## src/gia_pkg.sv

```systemverilog
// ----------------------------------------------------------------------------
// gia_pkg: shared types and constants for the guarded int32 ALU
// Function codes and the word that travels down the divider cell chain.
// ----------------------------------------------------------------------------
package gia_pkg;

  localparam int unsigned W = 32;

  typedef enum logic [3:0] {
    FN_ADD    = 4'd0,
    FN_SUB    = 4'd1,
    FN_MUL    = 4'd2,
    FN_DIV    = 4'd3,
    FN_MOD    = 4'd4,
    FN_OR     = 4'd5,
    FN_XOR    = 4'd6,
    FN_AND    = 4'd7,
    FN_LSH    = 4'd8,
    FN_RSH    = 4'd9,
    FN_URSH   = 4'd10,
    FN_BITNOT = 4'd11,
    FN_NEG    = 4'd12
  } func_t;

  // word handed from one cell to the next
  typedef struct packed {
    logic          vld;
    logic [W-1:0]  rem;     // partial remainder (magnitude)
    logic [W-1:0]  quo;     // dividend bits shifting out, quotient bits in
    logic [W-1:0]  dvs;     // divisor magnitude
    logic [W-1:0]  res;     // result when not a div/mod op
    logic          fail;
    logic          dbl;
    logic          is_div;
    logic          is_mod;
    logic          q_neg;
    logic          a_neg;
  } cell_t;

endpackage

```

## src/gia_cell.sv

```systemverilog
// ----------------------------------------------------------------------------
// gia_cell: one restoring-division step
// Holds one word and passes it on every cycle the chain advances.
// ----------------------------------------------------------------------------
module gia_cell (
  input  logic           clk,
  input  logic           rst,
  input  logic           adv,
  input  gia_pkg::cell_t d,
  output gia_pkg::cell_t q
);
  import gia_pkg::*;

  logic [W:0]   trial;
  logic [W-1:0] rsh;
  cell_t        nxt;

  always_comb begin
    nxt   = d;
    rsh   = {d.rem[W-2:0], d.quo[W-1]};
    trial = {d.rem[W-1], rsh} - {1'b0, d.dvs};
    if (d.is_div || d.is_mod) begin
      if (!trial[W]) begin
        nxt.rem = trial[W-1:0];
        nxt.quo = {d.quo[W-2:0], 1'b1};
      end else begin
        nxt.rem = rsh;
        nxt.quo = {d.quo[W-2:0], 1'b0};
      end
    end
  end

  always_ff @(posedge clk) begin
    if (rst) begin
      q.vld <= 1'b0;
    end else if (adv) begin
      q.vld <= d.vld;
    end
    if (adv) begin
      q.rem    <= nxt.rem;
      q.quo    <= nxt.quo;
      q.dvs    <= nxt.dvs;
      q.res    <= nxt.res;
      q.fail   <= nxt.fail;
      q.dbl    <= nxt.dbl;
      q.is_div <= nxt.is_div;
      q.is_mod <= nxt.is_mod;
      q.q_neg  <= nxt.q_neg;
      q.a_neg  <= nxt.a_neg;
    end
  end
endmodule

```

## config.mk

```make
export PLATFORM = sky130hd
export DESIGN_NAME = gia_cell
export DESIGN_NICKNAME = d
export VERILOG_FILES = /design/src/gia_pkg.sv /design/src/gia_cell.sv
export SDC_FILE = /design/constraint.sdc
export NUM_CORES = 1
export LEC_CHECK = 0
export BUFFER_PORTS_ARGS = -buffer_cell sky130_fd_sc_hd__buf_2
export CORE_MARGIN = 1.5
export CORE_UTILIZATION = 45
export DETAILED_ROUTE_END_ITERATION = 12
export HOLD_SLACK_MARGIN = 0.06
export PLACE_DENSITY = 0.71
export SYNTH_ARGS = -nofsm -noshare
export SYNTH_HDL_FRONTEND = slang
export SYNTH_SLANG_ARGS = --single-unit
```

## constraint.sdc

```tcl
create_clock -name clk -period 5.2 [get_ports clk]
set_input_delay 1.04 -clock clk [delete_from_list [all_inputs] [get_ports clk]]
set_output_delay 1.04 -clock clk [all_outputs]
set_load 0.01 [all_outputs]
```

==> impl_metrics.env <==
export IMPL_cts_repair_resized=0
export IMPL_clock_skew_ns=0
export IMPL_gp_congestion=0.874
export IMPL_synthFlopType="edfxtp_1"
export IMPL_drive_gt1_share_pct=35.0
export IMPL_slew_headroom_pct=32.7
export IMPL_synth_area_leader_cell="edfxtp_1"
export IMPL_r2r_slack_ns=4.62
export IMPL_area_delta_synth_final_pct=30.1
export IMPL_coreArea_mm2=0.0151
export IMPL_crit_path_cell_trace="buf_2 > inv_1 > ha_1 > fa_1 > nor2b_1 > o31a_1 > o22a_1 > a311oi_1 > o21ai_1 > a221o_2 > xnor2_4 > buf_4 > mux2_2 > o21ai_0"
export IMPL_min_from="q[134]$_SDFFE_PP0P_"
export IMPL_cp_start_kind="input port"
export IMPL_path_clk_slew_ns=0.06
export IMPL_synth_fp_nets=807
export IMPL_clk_path_buf_depth=2
export IMPL_hold_end="q[134]$_SDFFE_PP0P_"
export IMPL_largest_reg_flops=135
export IMPL_final_max_slew_viol_count=0
export IMPL_async_flop_share_pct=0
export IMPL_grt_overflow=0
export IMPL_ys_warn_count=0
export IMPL_cts_hold_repair_buffers=0
export IMPL_antenna_found_initial=2
export IMPL_dp_hpwl_mm=14.0
export IMPL_syn_inst=636
export IMPL_final_nets=1076
export IMPL_reg_largest_list="q (135)"
export IMPL_largest_register="q"
export IMPL_wl_mm=18.9
export IMPL_grt_pass1_vias=5465
export IMPL_antenna_left=0
export IMPL_synth_area_mm2=0.00698
export IMPL_die_area_mm2=0.0163
export IMPL_fmax_ghz=0.232
export IMPL_vias=5725
export IMPL_crit_path_max_incr_delay_ns=0.51
export IMPL_p_per_area_mw_per_mm2=348
export IMPL_synth_edf_count=134
export IMPL_rsz0062_at_grt="no"
export IMPL_worstReg2RegEnd="q[134]$_SDFFE_PP0P_"
export IMPL_cp_slowest_cell="a221o_2"
export IMPL_cts_max_level=4
export IMPL_cellLeakagePower_nw=4.20
export IMPL_status="finished clean"
export IMPL_fin_util_pct=59.9
export IMPL_path_class="input port to register"
export IMPL_cp_max_fo=20
export IMPL_arrival_ns=4.55
export IMPL_tns_ns=0
export IMPL_ys_seq_elements=135
export IMPL_ys_top_cells_by_count="nand2_1 (158), edfxtp_1 (134), inv_1 (45)"
export IMPL_drv_cap=0
export IMPL_post_route_period_util_pct=82.9
export IMPL_firstDrtPassIters=5
export IMPL_ys_seq_area_share_pct=58.0
export IMPL_synth_cell_types=55
export IMPL_io_pins=273
export IMPL_postCtsSetupBuffers=0
export IMPL_grt_max_degree=103
export IMPL_worst_endpoint_required_ns=5.44
export IMPL_cts_root_buf="clkbuf_16"
export IMPL_post_synth_top_count_cell="nand2_1"
export IMPL_wl_per_cell_um=17.1
export IMPL_max_vdd_ir_drop_uv=216
export IMPL_numClockSinks=135
export IMPL_tightest_slew_ns=1.01
export IMPL_die_h_um=128
export IMPL_die_w_um=128
export IMPL_num_rows=45
export IMPL_synth_avg_cell_area_um2=11.0
export IMPL_synthTopCellsByArea="edfxtp_1 (58%), nand2_1 (8.5%), ha_1 (5.7%)"
export IMPL_endpoint_kind="register"
export IMPL_fillers=1274
export IMPL_setup_violations_final=0
export IMPL_dr_first_iter_drc_count=472
export IMPL_grt_pass1_wl_mm=28.4
export IMPL_hold_viol_final=0
export IMPL_rr_worst_depth=2
export IMPL_synth_top_area_share_pct=57.7
export IMPL_drc=0
export IMPL_clock_latency_ns=0.41
export IMPL_vias_per_cell=5.17
export IMPL_grt_total_usage_pct=23.0
export IMPL_whs_path_depth=2
export IMPL_cts_buffers=17
export IMPL_min_period_ns=4.31
export IMPL_r2r_start="q[134]$_SDFFE_PP0P_"
export IMPL_hold_path_class="register to register"
export IMPL_io_buffers=272
export IMPL_cts_tree="done"
export IMPL_initial_core_util_pct=46.1
-- critical path: cells and delay by family --
family | cells | cell delay (ns)
AO/OA/AOI/OAI | 6 | 1.83
multiplexers | 1 | 0.37
buffers and inverters | 3 | 0.60
XOR/XNOR | 1 | 0.17
adder cells (fa/ha/maj) | 2 | 0.46
AND/OR/NAND/NOR | 1 | 0.08
-- metal layers --
layer  global-route usage, %  share of wire, %  wire length (µm)
met2                    38.7                49              9320
met4                    9.43               2.2               412
met5                       0             0.063                12
met1                    28.1                41              7660
met3                    6.07               8.0              1510
-- power by group --
part	leakage (nW)	internal [W]	total, W	switching [W]
combinational	2.61	0.000269	0.000648	0.000379
sequential	1.32	0.00133	0.00135	0.0000247
clock	0.274	0.000643	0.00116	0.000518
-- cell type report --
class	count	area (µm²)	share of cell area [%]
sequential	135	4040	44.5
multi-input combinational	429	2660	29.3
timing repair buffer	277	1410	15.5
clock buffer	18	439	4.84
tap	188	235	2.59
inverter	45	169	1.86
clock inverter	14	125	1.38
antenna	1	2.50	0.0276
-- cells in the final DEF (no fill, tap or decap), drive strengths merged, types with 3 or more instances in the layout --
master and n:
and3 7, mux2i 21, nand3 8, nand2 158, o21a 4, xor2 13, xnor2 17, nand4 8
nor2 17, a31oi 10, inv 55, a21o 6, clkbuf 18, and4 3, o21bai 5, buf 277
mux2 3, ha 32, a21oi 36, edfxtp 134, o21ai 42, nor2b 4
-- worst max path at each step --
| stage | startpoint | endpoint | slack, ns | cells past startpoint |
|---|---|---|---|---|
| global placement | d[101] | q[107]$_DFFE_PP_ | 0.59 | 14 |
| detailed placement | d[101] | q[107]$_DFFE_PP_ | 0.48 | 14 |
| finish | d[101] | q[107]$_DFFE_PP_ | 0.89 | 14 |
| CTS | d[101] | q[107]$_DFFE_PP_ | 0.92 | 14 |
| floorplan | d[40] | q[102]$_DFFE_PP_ | 1.37 | 12 |
| global route | d[101] | q[107]$_DFFE_PP_ | 0.75 | 14 |
-- kinds of logic after synthesis --
logic type      Yosys count  share of synthesized area [%]
buf+inv                  72                           4.05
flops                   135                           58.0
fa+ha+maj                33                           6.03
compound gates          127                           11.2
xor+xnor                 30                           4.30
simple gates            215                           13.0
mux                      24                           3.50
-- per-stage QoR --
stage	area, µm²	power, W	hold WS (ns)	worst slack [ns]	cells
detailed placement	8510	0.00202	0.484	0.484	1074
floorplan	6980	0.00175	0.528	1.37	636
global route	9080	0.00330	0.569	0.750	1107
CTS	9070	0.00318	0.499	0.919	1106
global placement	8510	0.00201	0.472	0.589	1074
finish	9080	0.00316	0.493	0.888	1107
No activity file was read; power rests on OpenSTA's default activity.
